<file path="config.mk">
export PLATFORM = sky130hd
export DESIGN_NAME = pred_weight_table_parser_top
export DESIGN_NICKNAME = d
export VERILOG_FILES = /design/src/design/pwt_pkg.sv /design/src/design/pwt_front.sv /design/src/design/pwt_fifo.sv /design/src/design/pwt_back.sv /design/src/design/pred_weight_table_parser_top.sv
export SDC_FILE = /design/constraint.sdc
export NUM_CORES = 1
export LEC_CHECK = 0
export BUFFER_PORTS_ARGS = -buffer_cell sky130_fd_sc_hd__clkbuf_2
export CORE_MARGIN = 2
export CORE_UTILIZATION = 60
export CTS_CLUSTER_SIZE = 8
export DETAILED_ROUTE_END_ITERATION = 8
export PLACE_DENSITY_LB_ADDON = 0.3
export SYNTH_ARGS = -nofsm -noshare
export SYNTH_HDL_FRONTEND = slang
export SYNTH_SLANG_ARGS = --single-unit
export TNS_END_PERCENT = 20
</file>
<file path="constraint.sdc">
create_clock -name clk -period 10.87 [get_ports clk]
set_input_delay 2.174 -clock clk [delete_from_list [all_inputs] [get_ports clk]]
set_output_delay 2.174 -clock clk [all_outputs]
set_load 0.03 [all_outputs]
</file>
<file path="src/design/pwt_pkg.sv">
// Shared types, constants and helpers for the prediction weight table parser.
// Depends on nothing; every other file of the block imports it.
package pwt_pkg;

  localparam int MAX_REFS          = 32;
  localparam int MAX_LEADING_ZEROS = 31;
  localparam int REF_W             = 5;
  localparam int ZC_W              = 6;
  localparam int CODE_W            = 32;
  localparam int VALUE_W           = 33;
  localparam int CFG_IDX_W         = 2;
  localparam int CFG_DATA_W        = 5;
  localparam int QUEUE_DEPTH       = 2;
  localparam int QPTR_W            = 1;
  localparam int QCNT_W            = 2;

  localparam logic [REF_W-1:0] REF_LIMIT = REF_W'(MAX_REFS - 1);
  localparam logic [ZC_W-1:0]  ZC_LIMIT  = ZC_W'(MAX_LEADING_ZEROS);

  localparam logic [CFG_IDX_W-1:0] CFG_CHROMA_FORMAT = 2'd0;
  localparam logic [CFG_IDX_W-1:0] CFG_IS_B_SLICE    = 2'd1;
  localparam logic [CFG_IDX_W-1:0] CFG_REFS_L0       = 2'd2;
  localparam logic [CFG_IDX_W-1:0] CFG_REFS_L1       = 2'd3;

  typedef enum logic [2:0] {
    PH_LUMA_DENOM    = 3'd0,
    PH_CHROMA_DENOM  = 3'd1,
    PH_LUMA_FLAG     = 3'd2,
    PH_LUMA_WEIGHT   = 3'd3,
    PH_LUMA_OFFSET   = 3'd4,
    PH_CHROMA_FLAG   = 3'd5,
    PH_CHROMA_WEIGHT = 3'd6,
    PH_CHROMA_OFFSET = 3'd7
  } phase_t;

  typedef struct packed {
    phase_t            kind;
    logic              list_sel;
    logic [REF_W-1:0]  ref_index;
    logic              chroma_comp;
    logic [CODE_W-1:0] code;
    logic              table_done;
    logic              code_error;
  } elem_t;

  function automatic logic is_signed_kind(input phase_t kind);
    return (kind == PH_LUMA_WEIGHT) || (kind == PH_LUMA_OFFSET) ||
           (kind == PH_CHROMA_WEIGHT) || (kind == PH_CHROMA_OFFSET);
  endfunction

endpackage

</file>
<file path="src/design/pwt_front.sv">
// Front end: configuration registers, Exp-Golomb bit decoder and syntax sequencer.
// Pushes one raw element record per finished code or over-long prefix. Depends on pwt_pkg.
module pwt_front import pwt_pkg::*; (
  input  logic                  clk,
  input  logic                  rst,
  input  logic                  cfg_valid,
  output logic                  cfg_ready,
  input  logic [CFG_IDX_W-1:0]  cfg_index,
  input  logic [CFG_DATA_W-1:0] cfg_data,
  input  logic                  in_valid,
  output logic                  in_ready,
  input  logic                  bit_in,
  output logic                  push,
  input  logic                  push_ready,
  output elem_t                 push_data
);

  logic [1:0]       chroma_format_kind;
  logic             is_b_slice;
  logic [REF_W-1:0] refs_list0_minus1;
  logic [REF_W-1:0] refs_list1_minus1;

  phase_t           phase, phase_next;
  logic             cur_list, cur_list_next;
  logic [REF_W-1:0] ref_cnt, ref_cnt_next;
  logic             comp_cnt, comp_cnt_next;
  logic             in_suffix, in_suffix_next;
  logic [ZC_W-1:0]  zero_count, zero_count_next;
  logic [ZC_W-1:0]  suffix_left, suffix_left_next;
  logic [CODE_W-1:0] code_accum, code_accum_next;

  logic              fire;
  logic              emit;
  logic              err;
  logic [CODE_W-1:0] code;
  logic              table_end;

  assign cfg_ready = 1'b1;
  assign in_ready  = push_ready;
  assign fire      = in_valid && push_ready;

  always_ff @(posedge clk) begin
    if (rst) begin
      chroma_format_kind <= 2'd1;
      is_b_slice         <= 1'b0;
      refs_list0_minus1  <= '0;
      refs_list1_minus1  <= '0;
    end else if (cfg_valid) begin
      case (cfg_index)
        CFG_CHROMA_FORMAT: chroma_format_kind <= cfg_data[1:0];
        CFG_IS_B_SLICE:    is_b_slice         <= cfg_data[0];
        CFG_REFS_L0:       refs_list0_minus1  <= cfg_data[REF_W-1:0];
        CFG_REFS_L1:       refs_list1_minus1  <= cfg_data[REF_W-1:0];
        default: ;
      endcase
    end
  end

  // Exp-Golomb decode of the current bit
  always_comb begin
    logic [CODE_W-1:0]  shifted;
    logic [ZC_W-1:0]    sl_dec;
    logic [VALUE_W-1:0] full;
    shifted          = {code_accum[CODE_W-2:0], bit_in};
    sl_dec           = (suffix_left != '0) ? suffix_left - 1'b1 : '0;
    full             = (VALUE_W'(1) << zero_count) - VALUE_W'(1) + VALUE_W'(shifted);
    emit             = 1'b0;
    err              = 1'b0;
    code             = '0;
    in_suffix_next   = in_suffix;
    zero_count_next  = zero_count;
    suffix_left_next = suffix_left;
    code_accum_next  = code_accum;
    if (fire) begin
      if (phase == PH_LUMA_FLAG || phase == PH_CHROMA_FLAG) begin
        emit = 1'b1;
        code = CODE_W'(bit_in);
      end else if (!in_suffix) begin
        if (!bit_in) begin
          if (zero_count >= ZC_LIMIT) begin
            emit            = 1'b1;
            err             = 1'b1;
            zero_count_next = '0;
            code_accum_next = '0;
          end else begin
            zero_count_next = zero_count + 1'b1;
          end
        end else if (zero_count != '0) begin
          in_suffix_next   = 1'b1;
          suffix_left_next = zero_count;
          code_accum_next  = '0;
        end else begin
          emit             = 1'b1;
          suffix_left_next = '0;
          code_accum_next  = '0;
        end
      end else begin
        code_accum_next  = shifted;
        suffix_left_next = sl_dec;
        if (sl_dec == '0) begin
          emit            = 1'b1;
          code            = full[CODE_W-1:0];
          in_suffix_next  = 1'b0;
          zero_count_next = '0;
          code_accum_next = '0;
        end
      end
    end
  end

  // Next position in the table
  always_comb begin
    logic             go_next_ref;
    logic [REF_W-1:0] limit;
    phase_next    = phase;
    cur_list_next = cur_list;
    ref_cnt_next  = ref_cnt;
    comp_cnt_next = comp_cnt;
    table_end     = 1'b0;
    go_next_ref   = 1'b0;
    limit         = cur_list ? refs_list1_minus1 : refs_list0_minus1;
    if (limit > REF_LIMIT) begin
      limit = REF_LIMIT;
    end
    if (emit && err) begin
      phase_next    = PH_LUMA_DENOM;
      cur_list_next = 1'b0;
      ref_cnt_next  = '0;
      comp_cnt_next = 1'b0;
    end else if (emit) begin
      case (phase)
        PH_LUMA_DENOM: begin
          phase_next = (chroma_format_kind != 2'd0) ? PH_CHROMA_DENOM : PH_LUMA_FLAG;
        end
        PH_CHROMA_DENOM: phase_next = PH_LUMA_FLAG;
        PH_LUMA_FLAG: begin
          if (code[0]) begin
            phase_next = PH_LUMA_WEIGHT;
          end else if (chroma_format_kind != 2'd0) begin
            phase_next = PH_CHROMA_FLAG;
          end else begin
            go_next_ref = 1'b1;
          end
        end
        PH_LUMA_WEIGHT: phase_next = PH_LUMA_OFFSET;
        PH_LUMA_OFFSET: begin
          if (chroma_format_kind != 2'd0) begin
            phase_next = PH_CHROMA_FLAG;
          end else begin
            go_next_ref = 1'b1;
          end
        end
        PH_CHROMA_FLAG: begin
          if (code[0]) begin
            comp_cnt_next = 1'b0;
            phase_next    = PH_CHROMA_WEIGHT;
          end else begin
            go_next_ref = 1'b1;
          end
        end
        PH_CHROMA_WEIGHT: phase_next = PH_CHROMA_OFFSET;
        PH_CHROMA_OFFSET: begin
          if (!comp_cnt) begin
            comp_cnt_next = 1'b1;
            phase_next    = PH_CHROMA_WEIGHT;
          end else begin
            comp_cnt_next = 1'b0;
            go_next_ref   = 1'b1;
          end
        end
        default: phase_next = PH_LUMA_DENOM;
      endcase
      if (go_next_ref) begin
        if (ref_cnt < limit) begin
          ref_cnt_next = ref_cnt + 1'b1;
          phase_next   = PH_LUMA_FLAG;
        end else if (!cur_list && is_b_slice) begin
          cur_list_next = 1'b1;
          ref_cnt_next  = '0;
          phase_next    = PH_LUMA_FLAG;
        end else begin
          phase_next    = PH_LUMA_DENOM;
          cur_list_next = 1'b0;
          ref_cnt_next  = '0;
          comp_cnt_next = 1'b0;
          table_end     = 1'b1;
        end
      end
    end
  end

  always_comb begin
    push                  = emit;
    push_data.kind        = phase;
    push_data.list_sel    = cur_list;
    push_data.ref_index   = ref_cnt;
    push_data.chroma_comp = comp_cnt;
    push_data.code        = code;
    push_data.table_done  = table_end;
    push_data.code_error  = err;
  end

  always_ff @(posedge clk) begin
    if (rst) begin
      phase       <= PH_LUMA_DENOM;
      cur_list    <= 1'b0;
      ref_cnt     <= '0;
      comp_cnt    <= 1'b0;
      in_suffix   <= 1'b0;
      zero_count  <= '0;
      suffix_left <= '0;
      code_accum  <= '0;
    end else begin
      phase       <= phase_next;
      cur_list    <= cur_list_next;
      ref_cnt     <= ref_cnt_next;
      comp_cnt    <= comp_cnt_next;
      in_suffix   <= in_suffix_next;
      zero_count  <= zero_count_next;
      suffix_left <= suffix_left_next;
      code_accum  <= code_accum_next;
    end
  end

endmodule

</file>
<file path="src/design/pwt_fifo.sv">
// Two-entry element queue between the front end and the output stage.
// Depends on pwt_pkg for the element record.
module pwt_fifo import pwt_pkg::*; (
  input  logic  clk,
  input  logic  rst,
  input  logic  push,
  output logic  push_ready,
  input  elem_t push_data,
  output logic  pop_valid,
  input  logic  pop,
  output elem_t pop_data
);

  elem_t             entries [QUEUE_DEPTH];
  logic [QPTR_W-1:0] wr_ptr;
  logic [QPTR_W-1:0] rd_ptr;
  logic [QCNT_W-1:0] count;
  logic              do_push;
  logic              do_pop;

  assign push_ready = (count != QCNT_W'(QUEUE_DEPTH));
  assign pop_valid  = (count != '0);
  assign pop_data   = entries[rd_ptr];
  assign do_push    = push && push_ready;
  assign do_pop     = pop && pop_valid;

  always_ff @(posedge clk) begin
    if (do_push) begin
      entries[wr_ptr] <= push_data;
    end
  end

  always_ff @(posedge clk) begin
    if (rst) begin
      wr_ptr <= '0;
      rd_ptr <= '0;
      count  <= '0;
    end else begin
      if (do_push) begin
        wr_ptr <= wr_ptr + 1'b1;
      end
      if (do_pop) begin
        rd_ptr <= rd_ptr + 1'b1;
      end
      case ({do_push, do_pop})
        2'b10:   count <= count + 1'b1;
        2'b01:   count <= count - 1'b1;
        default: count <= count;
      endcase
    end
  end

endmodule

</file>
<file path="src/design/pwt_back.sv">
// Output stage: maps signed Exp-Golomb codes and holds the result register.
// Depends on pwt_pkg for the element record and kind codes.
module pwt_back import pwt_pkg::*; (
  input  logic                      clk,
  input  logic                      rst,
  input  logic                      pop_valid,
  output logic                      pop,
  input  elem_t                     pop_data,
  output logic                      out_valid,
  input  logic                      out_ready,
  output logic [2:0]                element_kind,
  output logic                      list_sel,
  output logic [REF_W-1:0]          ref_index,
  output logic                      chroma_comp,
  output logic signed [VALUE_W-1:0] elem_value,
  output logic                      table_done,
  output logic                      code_error
);

  logic [VALUE_W-1:0] ext;
  logic [VALUE_W-1:0] mapped;

  assign pop = pop_valid && (!out_valid || out_ready);
  assign ext = VALUE_W'(pop_data.code);

  always_comb begin
    if (!is_signed_kind(pop_data.kind)) begin
      mapped = ext;
    end else if (pop_data.code[0]) begin
      mapped = (ext + VALUE_W'(1)) >> 1;
    end else begin
      mapped = VALUE_W'(0) - (ext >> 1);
    end
  end

  always_ff @(posedge clk) begin
    if (rst) begin
      out_valid <= 1'b0;
    end else if (pop) begin
      out_valid <= 1'b1;
    end else if (out_ready) begin
      out_valid <= 1'b0;
    end
  end

  always_ff @(posedge clk) begin
    if (pop) begin
      element_kind <= pop_data.kind;
      list_sel     <= pop_data.list_sel;
      ref_index    <= pop_data.ref_index;
      chroma_comp  <= pop_data.chroma_comp;
      elem_value   <= mapped;
      table_done   <= pop_data.table_done;
      code_error   <= pop_data.code_error;
    end
  end

endmodule

</file>
<file path="src/design/pred_weight_table_parser_top.sv">
// Prediction weight table parser, top level: front end, element queue, output stage.
// Depends on pwt_pkg, pwt_front, pwt_fifo and pwt_back.
//
// Takes the slice-header bitstream one bit per transaction and returns one
// transaction per syntax element of the weight table. The front end takes a bit
// every clock cycle as long as its two-entry element queue has room; the output
// register drains the queue at one element per cycle while out_ready is high, so
// with out_ready held high the sustained rate is one bit per cycle. A finished code
// is written into the queue and then moved into the output register. Configuration
// writes are always taken and should be issued only while the block is idle.
module pred_weight_table_parser_top import pwt_pkg::*; (
  input  logic                      clk,
  input  logic                      rst,
  input  logic                      cfg_valid,
  output logic                      cfg_ready,
  input  logic [CFG_IDX_W-1:0]      cfg_index,
  input  logic [CFG_DATA_W-1:0]     cfg_data,
  input  logic                      in_valid,
  output logic                      in_ready,
  input  logic                      bit_in,
  output logic                      out_valid,
  input  logic                      out_ready,
  output logic [2:0]                element_kind,
  output logic                      list_sel,
  output logic [REF_W-1:0]          ref_index,
  output logic                      chroma_comp,
  output logic signed [VALUE_W-1:0] elem_value,
  output logic                      table_done,
  output logic                      code_error
);

  logic  push;
  logic  push_ready;
  elem_t push_data;
  logic  pop_valid;
  logic  pop;
  elem_t pop_data;

  pwt_front u_front (
    .clk        (clk),
    .rst        (rst),
    .cfg_valid  (cfg_valid),
    .cfg_ready  (cfg_ready),
    .cfg_index  (cfg_index),
    .cfg_data   (cfg_data),
    .in_valid   (in_valid),
    .in_ready   (in_ready),
    .bit_in     (bit_in),
    .push       (push),
    .push_ready (push_ready),
    .push_data  (push_data)
  );

  pwt_fifo u_fifo (
    .clk        (clk),
    .rst        (rst),
    .push       (push),
    .push_ready (push_ready),
    .push_data  (push_data),
    .pop_valid  (pop_valid),
    .pop        (pop),
    .pop_data   (pop_data)
  );

  pwt_back u_back (
    .clk          (clk),
    .rst          (rst),
    .pop_valid    (pop_valid),
    .pop          (pop),
    .pop_data     (pop_data),
    .out_valid    (out_valid),
    .out_ready    (out_ready),
    .element_kind (element_kind),
    .list_sel     (list_sel),
    .ref_index    (ref_index),
    .chroma_comp  (chroma_comp),
    .elem_value   (elem_value),
    .table_done   (table_done),
    .code_error   (code_error)
  );

endmodule

</file>
==> impl_metrics.py, run 1 <==
metrics = {
    "floorplanning": {
        "floorplan.io_pins": 61,
        "num_rows": 52,
        "floorplan.die_area_um2": 21710,
        "core_area_um2": 20170,
        "fp.dieW_um": 147.3,
        "dieHeight_um": 147.3,
        "initial_core_util": 0.6112,
    },
    "layout": {
        "finish.instance_area_um2": 13600,
        "finish.net_count": 1439,
        "post_route_cells_drive_above_1_share": 0.1143,
        "area_growth_syn_to_layout_pct": 10.35,
        "layout.core_utilization": 0.6744,
        "antenna_cells_inserted": 0,
        "n_fill_cell": 1575,
        "layoutNonFillerInstCount": 1635,
    },
    "drt": {
        "postRouteAntennaNets": 0,
        "detailroute.via_count": 9459,
        "postRouteWirelength_um": 25030,
        "wl_per_cell_um": 15.31,
        "remaining_drc_errors": 0,
        "drtIter0Drc": 505,
        "route.detailed.vias_per_inst": 5.785,
        "drt-pass1-iter-count": 5,
    },
    "timing": {
        "max_slew.worst_pin.slew_ns": 1.085,
        "timing.final.crit_share": 0.4555,
        "fmax_ghz": 0.2020,
        "unrepaired_setup_endpoints_after_global_routing": "no",
        "max_transition_margin": 0.2689,
        "skew_ns": 0.01683,
        "setup_slack_ns": 5.919,
        "finalSetupTns_ns": 0,
        "timing.final.hold_violations": 0,
        "fin_crit_ns": 4.951,
        "setup_violations": 0,
        "final-max-slew-violation-count": 0,
    },
    "pwr": {
        "power_density_nw_per_um2": 220.8,
        "cell_internal_pwr_uw": 1909,
        "netSwitchingFraction": 0.3646,
        "p_sw_uw": 1095,
        "p_leak_uw": 0.005299,
        "power_frac_seq": 0.378,
        "pwr-share-comb": 0.352,
        "ir_worst_vdd_mv": 0.1153,
        "clockPowerShare": 0.270,
    },
    "synth": {
        "post_synth_fa_ha_maj_area_fraction": 0.07978,
        "postSynthAreaPerCell_um2": 9.417,
        "synth_compound_area_frac": 0.1507,
        "synth-edff-count": 133,
        "dominantRegCellSynth": "edfxtp_1",
        "synth.lib_cells_used.distinct": 83,
        "synthesized_flop_and_latch_total": 206,
        "ys_warn_count": 0,
        "main_combinational_cell_family_by_area_after_synthesis": "simple AND/OR/NAND/NOR gates",
        "syn_nets": 1400,
        "share_of_the_yosys_chip_area_belonging_to_registers": 0.4425,
        "synthArstFlopShare": 0,
        "synthSimpleGateAreaFrac": 0.1744,
        "muxShareOfSynthArea": 0.06587,
        "post_synth_instance_area_um2": 12330,
        "synth_cells": 1309,
        "synth_xor_xnor_area_share": 0.03055,
    },
    "placement": {
        "io_buffer_count": 59,
        "numPlacedInstances": 1587,
        "dpl.hpwl_um": 17490,
        "placed_cell_area_um2": 12780,
        "globalplace.congestion": 0.8747,
        "placement.setup.worst_slack_ns": 5.456,
    },
    "worst_setup_path": {
        "worstSetupStartpoint": "bit_in",
        "cp.arrival_ns": 5.23,
        "timing.critical_path.required_ns": 11.15,
        "critical_path.endpoint": "u_fifo.entries[1][23]$_DFFE_PP_",
        "r2r-start": "u_front.zero_count[0]$_SDFFE_PP0P_",
        "ff2ff_setup_slack_ns": 6.33,
        "critical_path.max_fanout": 11,
        "worst_setup_path_end_kind": "flip-flop",
        "rr_endpoint": "u_fifo.entries[1][23]$_DFFE_PP_",
        "reg2regPathDepth": 15,
        "type_of_the_setup_path_with_the_least_slack": "primary input to flip-flop",
        "start_kind": "primary input",
    },
    "cts": {
        "postCtsSetupBuffers": 0,
        "cts_max_path_buffers": 3,
        "insertion_delay_ns": 0.54,
        "clock_buffer_count_from_cts": 29,
        "path_clk_slew_ns": 0.05,
        "clock-root-buffer": "clkbuf_16",
        "cts.sink_count": 206,
        "cts_tree": "done",
        "cts_resized": 0,
        "ctsHtreeMaxLevel": 1,
        "cts.hold.buffers_added": 0,
    },
    "flow_run": {
        "drv_cap": 0,
    },
    "global_routing": {
        "grt_pass1_wl_um": 41520,
        "grt_start_max_net_pins": 83,
        "number_of_antenna_violations_at_the_first_check_in_global_routing": 0,
        "grt.overflow.total": 0,
        "grtUsageTotal": 0.2262,
        "number_of_global_route_vias_before_repair": 8610,
    },
    "run_status": {
        "run_status": "finished clean",
    },
    "min_path": {
        "holdCritPathClass": "flip-flop to flip-flop",
    },
}
==> power by group through the flow <==
stage	registers [uW]	clock network, uW	logic [uW]
detailed placement	1150	0	1040
global route	1150	857	1150
global placement	1140	0	1020
finish	1130	812	1060
floorplan	1260	0	715
CTS	1140	824	1050
==> cells in the final DEF (no fill, tap or decap), drive strengths merged, types with 47 or more instances in the layout <==
master and count:
nor2 125, edfxtp 133, nand3 50, nand2 118, dfxtp 73, clkbuf 106, ha 77, a21oi 112
inv 111, o21ai 54, mux2i 47
==> final cells by class <==
type                            instances  area (um2)  share of cell area
Multi-Input combinational cell        933        6207              0.4563
Sequential cell                       206        5459              0.4013
Clock buffer                           47       803.3             0.05905
Inverter                              110       412.9             0.03035
Timing Repair Buffer                   68       362.8             0.02667
Tap cell                              270       337.8             0.02483
Clock inverter                          1       20.02            0.001472
==> metal layers <==
metal	track usage	part of all wire
met5	0	0
met4	0.06010	0.020
met3	0.02764	0.049
met2	0.3591	0.46
met1	0.3306	0.47
==> worst max-delay path, stage by stage <==
cell and delay (ns):
clkbuf_2 0.18, inv_1 0.09, ha_1 0.14, inv_1 0.04, ha_1 0.19, fa_1 0.43
a211o_1 0.31, o211ai_1 0.13, a21oi_1 0.23, a2111oi_0 0.46, nor2_1 0.12, o21ai_0 0.17
or3b_1 0.36, and3_1 0.19
==> cells by family after synthesis <==
group,after synthesis
flops,206
xor+xnor,43
other cells,1
buf+inv,170
simple gates,439
compound gates,295
mux,77
fa+ha+maj,78
==> through the flow <==
stage | total power (uW) | hold WS [ns]
final | 3004 | 0.4666
after global routing | 3163 | 0.4847
after CTS | 3010 | 0.4682
after detailed placement | 2189 | 0.4617
after global placement | 2165 | 0.4522
after floorplan | 1977 | 0.4237
==> worst min path at each step <==
stage | end | cells after the start | start | slack [ns]
finish | u_front.code_accum[21]$_SDFFE_PP0P_ | 2 | u_front.code_accum[21]$_SDFFE_PP0P_ | 0.47
global route | u_front.code_accum[21]$_SDFFE_PP0P_ | 2 | u_front.code_accum[21]$_SDFFE_PP0P_ | 0.48
CTS | u_front.code_accum[21]$_SDFFE_PP0P_ | 2 | u_front.code_accum[21]$_SDFFE_PP0P_ | 0.47
detailed placement | u_front.code_accum[21]$_SDFFE_PP0P_ | 2 | u_front.code_accum[21]$_SDFFE_PP0P_ | 0.46
global placement | u_front.code_accum[30]$_SDFFE_PP0P_ | 2 | u_front.code_accum[30]$_SDFFE_PP0P_ | 0.45
floorplan | u_fifo.entries[0][40]$_DFFE_PP_ | 0 | u_front.cur_list$_SDFFE_PP0P_ | 0.42
==> flip-flops by register name, summed over array words and instances, names as in the netlist, named ones only <==
name	count
u_fifo.entries	88
u_fifo.count	2
u_back.elem_value	33
u_fifo.wr_ptr	1
u_front.is_b_slice	1
u_front.code_accum	31
u_back.list_sel	1
u_front.chroma_format_kind	2
u_back.code_error	1
u_fifo.rd_ptr	1
u_front.refs_list1_minus1	5
u_front.zero_count	6
u_front.refs_list0_minus1	5
u_back.ref_index	5
u_front.in_suffix	1
u_front.cur_list	1
u_front.comp_cnt	1
u_front.phase	3
u_front.suffix_left	6
u_back.chroma_comp	1
u_back.element_kind	3
u_front.ref_cnt	5
u_back.out_valid	1
u_back.table_done	1
==> Yosys cell counts (7+ instances only) <==
cell | number | area share
edfxtp_1 | 133 | 0.32
nor2_1 | 124 | 0.038
nand2_1 | 117 | 0.036
a21oi_1 | 112 | 0.045
inv_1 | 108 | 0.033
ha_1 | 77 | 0.078
dfxtp_1 | 73 | 0.12
nand3_1 | 50 | 0.020
mux2i_1 | 46 | 0.037
o21ai_0 | 43 | 0.017
clkbuf_1 | 42 | 0.013
mux2_2 | 30 | 0.027
nor3_1 | 25 | 0.010
xnor2_1 | 24 | 0.017
a21o_1 | 21 | 0.013
and3_1 | 20 | 0.010
nor2b_1 | 19 | 0.0096
xor2_1 | 19 | 0.013
a31oi_1 | 17 | 0.0086
a211oi_1 | 11 | 0.0067
nand2b_1 | 11 | 0.0056
o21ai_1 | 11 | 0.0045
buf_2 | 10 | 0.0041
o22ai_1 | 10 | 0.0051
and2_1 | 8 | 0.0041
nand4_1 | 7 | 0.0036
nor4_1 | 7 | 0.0036
Power figures use the tool's default switching activity.
==> inputs of run 2 (changes only) <==
- clock period: 10.87 -> 4.85 ns (I/O delays scaled with it)
==> run 2 against run 1 <==
Against the previous run:
- the run now ends with DRC left
- sequential share of layout area fell by 0.070 points
- via count is 0.87% higher
- clock-buffer cell count increased by 1
- register-to-register slack lost 5.9 ns
- critical endpoint unchanged
- critical path depth is 1 higher
- non-clock buffer count grew 4
- clock skew grew 0.0017 ns
- sequential power is 120% higher
==> impl_metrics.py, run 2 (same netlist as run 1, synthesis figures left out) <==
metrics = {
    "drt": {
        "drt-pass1-iter-count": 8,
        "drtIter0Drc": 500,
        "wl_per_cell_um": 15.40,
        "detailroute.via_count": 9541,
        "postRouteAntennaNets": 0,
        "remaining_drc_errors": 1,
        "route.detailed.vias_per_inst": 5.818,
        "postRouteWirelength_um": 25260,
    },
    "timing": {
        "skew_ns": 0.01849,
        "timing.final.hold_violations": 0,
        "timing.final.crit_share": 0.9117,
        "finalSetupTns_ns": 0,
        "max_transition_margin": 0.2771,
        "fmax_ghz": 0.2262,
        "setup_violations": 0,
        "unrepaired_setup_endpoints_after_global_routing": "no",
        "max_slew.worst_pin.slew_ns": 1.084,
        "fin_crit_ns": 4.422,
        "final-max-slew-violation-count": 0,
    },
    "layout": {
        "area_growth_syn_to_layout_pct": 10.55,
        "antenna_cells_inserted": 0,
        "largest_reg_flops": 88,
        "layout_top_registers": "u_fifo.entries: 88 flops, u_back.elem_value: 33 flops, u_front.code_accum: 31 flops",
        "layout.cells.most_common_list": "edfxtp_1 (133), nor2_1 (122), nand2_1 (117)",
        "post_route_cells_drive_above_1_share": 0.1161,
        "most_frequent_standard_cell_in_the_layout_excluding_fill_and_tap_cells": "edfxtp_1",
        "finish.net_count": 1443,
        "n_fill_cell": 1588,
        "layout.core_utilization": 0.6756,
        "top_register": "u_fifo.entries",
    },
    "min_path": {
        "holdCritPathClass": "flip-flop to flip-flop",
    },
    "cts": {
        "clock-root-buffer": "clkbuf_16",
        "cts_max_path_buffers": 3,
        "insertion_delay_ns": 0.55,
        "cts_resized": 0,
        "postCtsSetupBuffers": 0,
        "cts.hold.buffers_added": 0,
        "ctsHtreeMaxLevel": 1,
        "path_clk_slew_ns": 0.05,
        "cts_tree": "done",
        "cts.sink_count": 206,
        "clock_buffer_count_from_cts": 29,
    },
    "worst_setup_path": {
        "crit_path_frequent_cell": "ha_1",
        "crit_buf_inv": 1,
        "type_of_the_setup_path_with_the_least_slack": "flip-flop to flip-flop",
        "cp_cell_sequence": "ha_1, nor3b_1, nand2_1, ha_1, inv_1, ha_1, fa_1, a211o_1, o211ai_1, a21oi_1, a2111oi_0, nor2_1, o21ai_0, or3b_1, and3_1",
        "worst-path-stages": 15,
        "highest_delay_cell_along_the_critical_path": "dfxtp_1",
        "worstSetupStartpoint": "u_front.zero_count[0]$_SDFFE_PP0P_",
        "r2r-start": "u_front.zero_count[0]$_SDFFE_PP0P_",
        "worst_setup_path_end_kind": "flip-flop",
        "critical_path.endpoint": "u_fifo.entries[1][23]$_DFFE_PP_",
        "critical-path-max-stage-delay_ns": 0.48,
        "timing.critical_path.required_ns": 5.13,
        "cpLargestDelayFamily": "compound AO/OA/AOI/OAI gates",
        "start_kind": "flip-flop",
        "ff2ff_setup_slack_ns": 0.43,
        "rr_endpoint": "u_fifo.entries[1][23]$_DFFE_PP_",
        "cp.arrival_ns": 4.70,
        "critical_path.max_fanout": 9,
        "reg2regPathDepth": 15,
    },
    "placement": {
        "io_buffer_count": 59,
        "dpl.hpwl_um": 18000,
        "globalplace.congestion": 0.8858,
    },
    "floorplanning": {
        "core_area_um2": 20170,
        "floorplan.io_pins": 61,
        "dieHeight_um": 147.3,
        "num_rows": 52,
        "initial_core_util": 0.6112,
        "floorplan.die_area_um2": 21710,
        "fp.dieW_um": 147.3,
    },
    "pwr": {
        "power_density_nw_per_um2": 493.3,
        "p_leak_uw": 0.005315,
        "ir_worst_vdd_mv": 0.2748,
    },
    "global_routing": {
        "grt_start_max_net_pins": 62,
        "grtUsageTotal": 0.2310,
        "number_of_antenna_violations_at_the_first_check_in_global_routing": 0,
        "grt_pass1_wl_um": 42320,
        "number_of_global_route_vias_before_repair": 8872,
        "grt.overflow.total": 0,
    },
    "run_status": {
        "run_status": "finished with violations",
        "failed_checks": "DRC",
    },
    "flow_run": {
        "drv_cap": 0,
    },
}
## run 2: cell count changes in the layout (fill, tap and decap cells not counted)
cell	change
buf_4	+4
clkbuf_1	+2
clkbuf_8	-1
## run 2: cell type report
| type | instances | area (um2) | share of cell area |
|---|---|---|---|
| flip-flops and latches | 206 | 5459 | 0.4006 |
| well taps | 270 | 337.8 | 0.02479 |
| multi-input cells | 933 | 6207 | 0.4555 |
| clock buffers | 48 | 797.0 | 0.05849 |
| clock inverters | 1 | 20.02 | 0.001469 |
| inverters | 110 | 412.9 | 0.03030 |
| repair buffers | 72 | 392.9 | 0.02883 |
## run 2: per-layer routing
layer | global-route usage | share of wire | vias to the layer above
met3 | 0.03199 | 0.053 | 50
li1 | - | - | 4799
met4 | 0.06875 | 0.023 | 0
met5 | 0 | 0 | -
met2 | 0.3661 | 0.45 | 283
met1 | 0.3326 | 0.47 | 4409
## run 2: worst min path at each step
stage / startpoint / end / slack, ns / cells after the start
floorplan: u_front.cur_list$_SDFFE_PP0P_ / u_fifo.entries[0][40]$_DFFE_PP_ / 0.42 / 0
global placement: u_front.code_accum[30]$_SDFFE_PP0P_ / u_front.code_accum[30]$_SDFFE_PP0P_ / 0.45 / 2
detailed placement: u_front.code_accum[8]$_SDFFE_PP0P_ / u_front.code_accum[8]$_SDFFE_PP0P_ / 0.46 / 2
CTS: u_front.code_accum[29]$_SDFFE_PP0P_ / u_front.code_accum[29]$_SDFFE_PP0P_ / 0.47 / 2
global route: u_front.code_accum[30]$_SDFFE_PP0P_ / u_front.code_accum[30]$_SDFFE_PP0P_ / 0.49 / 2
finish: u_front.code_accum[20]$_SDFFE_PP0P_ / u_front.code_accum[20]$_SDFFE_PP0P_ / 0.47 / 2
## run 2: where the power goes
part,switching [uW],internal (uW)
Combinational,1550,851
Clock,707,1100
Sequential,196,2310
## run 2: worst reg2reg max path: cells and delay by family, from the launching register on
kind | cells | cell delay, ns
AO/OA/AOI/OAI | 5 | 1.29
flip-flops | 1 | 0.48
buffers and inverters | 1 | 0.04
AND/OR/NAND/NOR | 5 | 1.20
adder cells (fa/ha/maj) | 4 | 1.15
## run 2: per-stage QoR
step	total power (uW)	instances	hold WS (ns)	setup WS (ns)	area, um2
after CTS	6740	1640	0.4691	0.4809	13630
after global placement	4861	1591	0.4531	0.6659	12810
after floorplan	4431	1309	0.4237	0.5823	12330
after detailed placement	4919	1591	0.4623	0.5228	12810
after global routing	7094	1640	0.4893	0.07832	13630
final	6722	1640	0.4669	0.4282	13630
==> inputs of run 3 (changes only) <==
- ABC_AREA: not set -> 1
- PLACE_DENSITY: not set -> 0.87
- PLACE_DENSITY_LB_ADDON: 0.3 -> not set
==> run 3 against run 2 <==
Against the previous run:
- the run now ends clean
- die area increased by 5.1%
- sequential share of layout area decreased by 1.9 points
- first-iteration DRC count increased by 55%
- critical endpoint is now u_fifo.entries[1][22]$_DFFE_PP_
- worst hold slack got worse by 0.014 ns
- clock power increased by 2%
- sequential power increased by 11%
- setup slack improved by 0.63 ns
==> impl_metrics.py, run 3 <==
metrics = {
    "synth": {
        "synth-edff-count": 133,
        "ys_warn_count": 0,
        "synth_commonest_cells": "nand2_1 (382), inv_1 (254), nor2_1 (178), edfxtp_1 (133), o21ai_0 (127)",
        "postSynthAreaPerCell_um2": 7.687,
        "synth_cells": 1687,
        "syn_nets": 1778,
        "synthArstFlopShare": 0,
        "synth_top_cells_by_area": "edfxtp_1 (31%), dfxtp_1 (11%), nand2_1 (11%), ha_1 (7.4%), inv_1 (7.4%)",
        "dominantRegCellSynth": "edfxtp_1",
        "synth_most_common_cell": "nand2_1",
        "post-synth-top-area-cell": "edfxtp_1",
        "share_of_the_yosys_chip_area_belonging_to_registers": 0.4207,
        "synthesized_flop_and_latch_total": 206,
        "post_synth_instance_area_um2": 12970,
        "yosys.area.top_type_share": 0.3080,
        "synth.lib_cells_used.distinct": 56,
    },
    "drt": {
        "detailroute.via_count": 11441,
        "postRouteAntennaNets": 0,
        "wl_per_cell_um": 15.91,
        "drtIter0Drc": 775,
        "remaining_drc_errors": 0,
        "postRouteWirelength_um": 32410,
        "route.detailed.vias_per_inst": 5.617,
        "drt-pass1-iter-count": 7,
    },
    "global_routing": {
        "grtUsageTotal": 0.2895,
        "grt_start_max_net_pins": 61,
        "number_of_antenna_violations_at_the_first_check_in_global_routing": 0,
        "grt.overflow.total": 0,
        "number_of_global_route_vias_before_repair": 10862,
        "grt_pass1_wl_um": 52900,
    },
    "cts": {
        "path_clk_slew_ns": 0.05,
        "cts.hold.buffers_added": 0,
        "cts.sink_count": 206,
        "insertion_delay_ns": 0.55,
        "ctsHtreeMaxLevel": 1,
        "clock_buffer_count_from_cts": 29,
        "clock-root-buffer": "clkbuf_16",
        "cts_max_path_buffers": 3,
        "postCtsSetupBuffers": 0,
        "cts_resized": 0,
        "cts_tree": "done",
    },
    "timing": {
        "max_transition_margin": 0.4369,
        "setup_slack_ns": 1.060,
        "unrepaired_setup_endpoints_after_global_routing": "no",
        "finalHoldWorstSlack_ns": 0.4525,
        "max_slew.worst_pin.slew_ns": 0.8437,
        "fin_crit_ns": 3.790,
        "timing.final.hold_violations": 0,
        "setup_violations": 0,
        "fmax_ghz": 0.2639,
        "timing.final.crit_share": 0.7814,
        "skew_ns": 0.02341,
        "final-max-slew-violation-count": 0,
        "finalSetupTns_ns": 0,
    },
    "placement": {
        "dpl.hpwl_um": 24010,
        "globalplace.congestion": 1.013,
        "placement.setup.worst_slack_ns": 1.159,
        "io_buffer_count": 59,
    },
    "floorplanning": {
        "floorplan.die_area_um2": 22800,
        "fp.dieW_um": 151.0,
        "initial_core_util": 0.6149,
        "num_rows": 53,
        "dieHeight_um": 151.0,
        "floorplan.io_pins": 61,
        "core_area_um2": 21090,
    },
    "worst_setup_path": {
        "crit_path_frequent_cell": "nand2_1",
        "highest_delay_cell_along_the_critical_path": "o21ai_0",
        "cp.arrival_ns": 4.08,
        "critical-path-max-stage-delay_ns": 0.45,
        "worst_setup_path_end_kind": "flip-flop",
        "type_of_the_setup_path_with_the_least_slack": "flip-flop to flip-flop",
        "timing.critical_path.required_ns": 5.14,
        "cp_cell_sequence": "ha_1, ha_1, inv_1, nor2_1, nand2_1, ha_1, inv_1, ha_1, nand3_1, nand3_1, a21oi_1, o21ai_0, a21boi_0, o21ai_0, nand2_1, nand2_1, nand2_1, nand2_1, nor2_1",
        "critical_path.max_fanout": 6,
        "start_kind": "flip-flop",
        "reg2regPathDepth": 19,
    },
    "layout": {
        "layout.cells.most_common_list": "nand2_1 (382), inv_1 (254), nor2_1 (175)",
        "finish.net_count": 1833,
        "top_register": "u_fifo.entries",
        "antenna_cells_inserted": 0,
        "most_frequent_standard_cell_in_the_layout_excluding_fill_and_tap_cells": "nand2_1",
        "largest_reg_flops": 88,
        "layout_top_registers": "u_fifo.entries: 88 flops, u_back.elem_value: 33 flops, u_front.code_accum: 31 flops",
        "area_growth_syn_to_layout_pct": 10.22,
        "post_route_cells_drive_above_1_share": 0.08456,
    },
    "pwr": {
        "p_leak_uw": 0.006199,
        "ir_worst_vdd_mv": 0.4050,
        "power_density_nw_per_um2": 690.4,
    },
    "flow_run": {
        "drv_cap": 0,
    },
    "min_path": {
        "holdCritPathClass": "flip-flop to flip-flop",
        "hold-path-cell-count": 2,
    },
    "run_status": {
        "run_status": "finished clean",
    },
}
[run 3: changes by cell type in the layout (fill, tap and decap cells not counted), moves of 23 or more]
cell     previous run  this run
mux2i_1            44         0
nand3_1            50        73
nand2_1           117       382
mux2_2             30         0
o21ai_0            43       127
nor2_1            122       175
inv_1             108       254
[run 3: through the flow]
step,cells,total power [uW],utilization,cell area [um2]
floorplan,1687,6722,-,12970
global placement,1986,7842,0.6387,13470
detailed placement,1986,7957,0.6387,13470
CTS,2037,9843,0.6778,14290
global route,2037,10660,0.6778,14290
finish,2037,9867,0.6778,14290
[run 3: area by class of cell]
class,count,area (um2)
flip-flops and latches,206,5455
multi-input cells,1175,6319
inverters,261,979.7
well taps,275,344.1
fillers,1795,6795
repair buffers,69,370.4
clock buffers,50,804.5
clock inverters,1,20.02
[run 3: critical path: cells and delay by family, from the launching register on]
family	cells	cell delay, ns
DFF	1	0.42
buffers and inverters	2	0.08
adders and majority gates	4	1.05
and+or+nand+nor	9	0.79
AOI/OAI and AO/OA	4	1.18
[run 3: worst paths after layout]
path,slack [ns],startpoint,endpoint
worst max-delay path,1.06,u_front.zero_count[0]$_SDFFE_PP0P_,u_fifo.entries[1][22]$_DFFE_PP_
worst min-delay path,0.45,u_front.refs_list1_minus1[1]$_SDFFE_PP0P_,u_front.refs_list1_minus1[1]$_SDFFE_PP0P_
worst max register to register,1.06,u_front.zero_count[0]$_SDFFE_PP0P_,u_fifo.entries[1][22]$_DFFE_PP_
worst min register to register,0.45,u_front.refs_list1_minus1[1]$_SDFFE_PP0P_,u_front.refs_list1_minus1[1]$_SDFFE_PP0P_
[run 3: per-layer routing]
layer	track usage	up-vias	routed length (um)
met4	0.1243	0	1345
met1	0.3705	5260	13520
met3	0.03705	90	1915
li1	-	5666	-
met2	0.4945	425	15630
met5	0	-	0
[run 3: cells by family after synthesis]
| group | Yosys count | share of synthesized area |
|---|---|---|
| buffers and inverters | 306 | 0.09378 |
| adder cells (fa/ha/maj) | 78 | 0.07584 |
| flip-flops | 206 | 0.4207 |
| XOR/XNOR | 50 | 0.03377 |
| other | 1 | 0.0002892 |
| AND/OR/NAND/NOR | 725 | 0.2374 |
| AO/OA/AOI/OAI | 321 | 0.1383 |
[run 3: where the power goes]
part / switching, uW / internal, uW / total [uW]
registers: 222 / 2560 / 2780
clock network: 737 / 1110 / 1850
logic: 3740 / 1500 / 5240
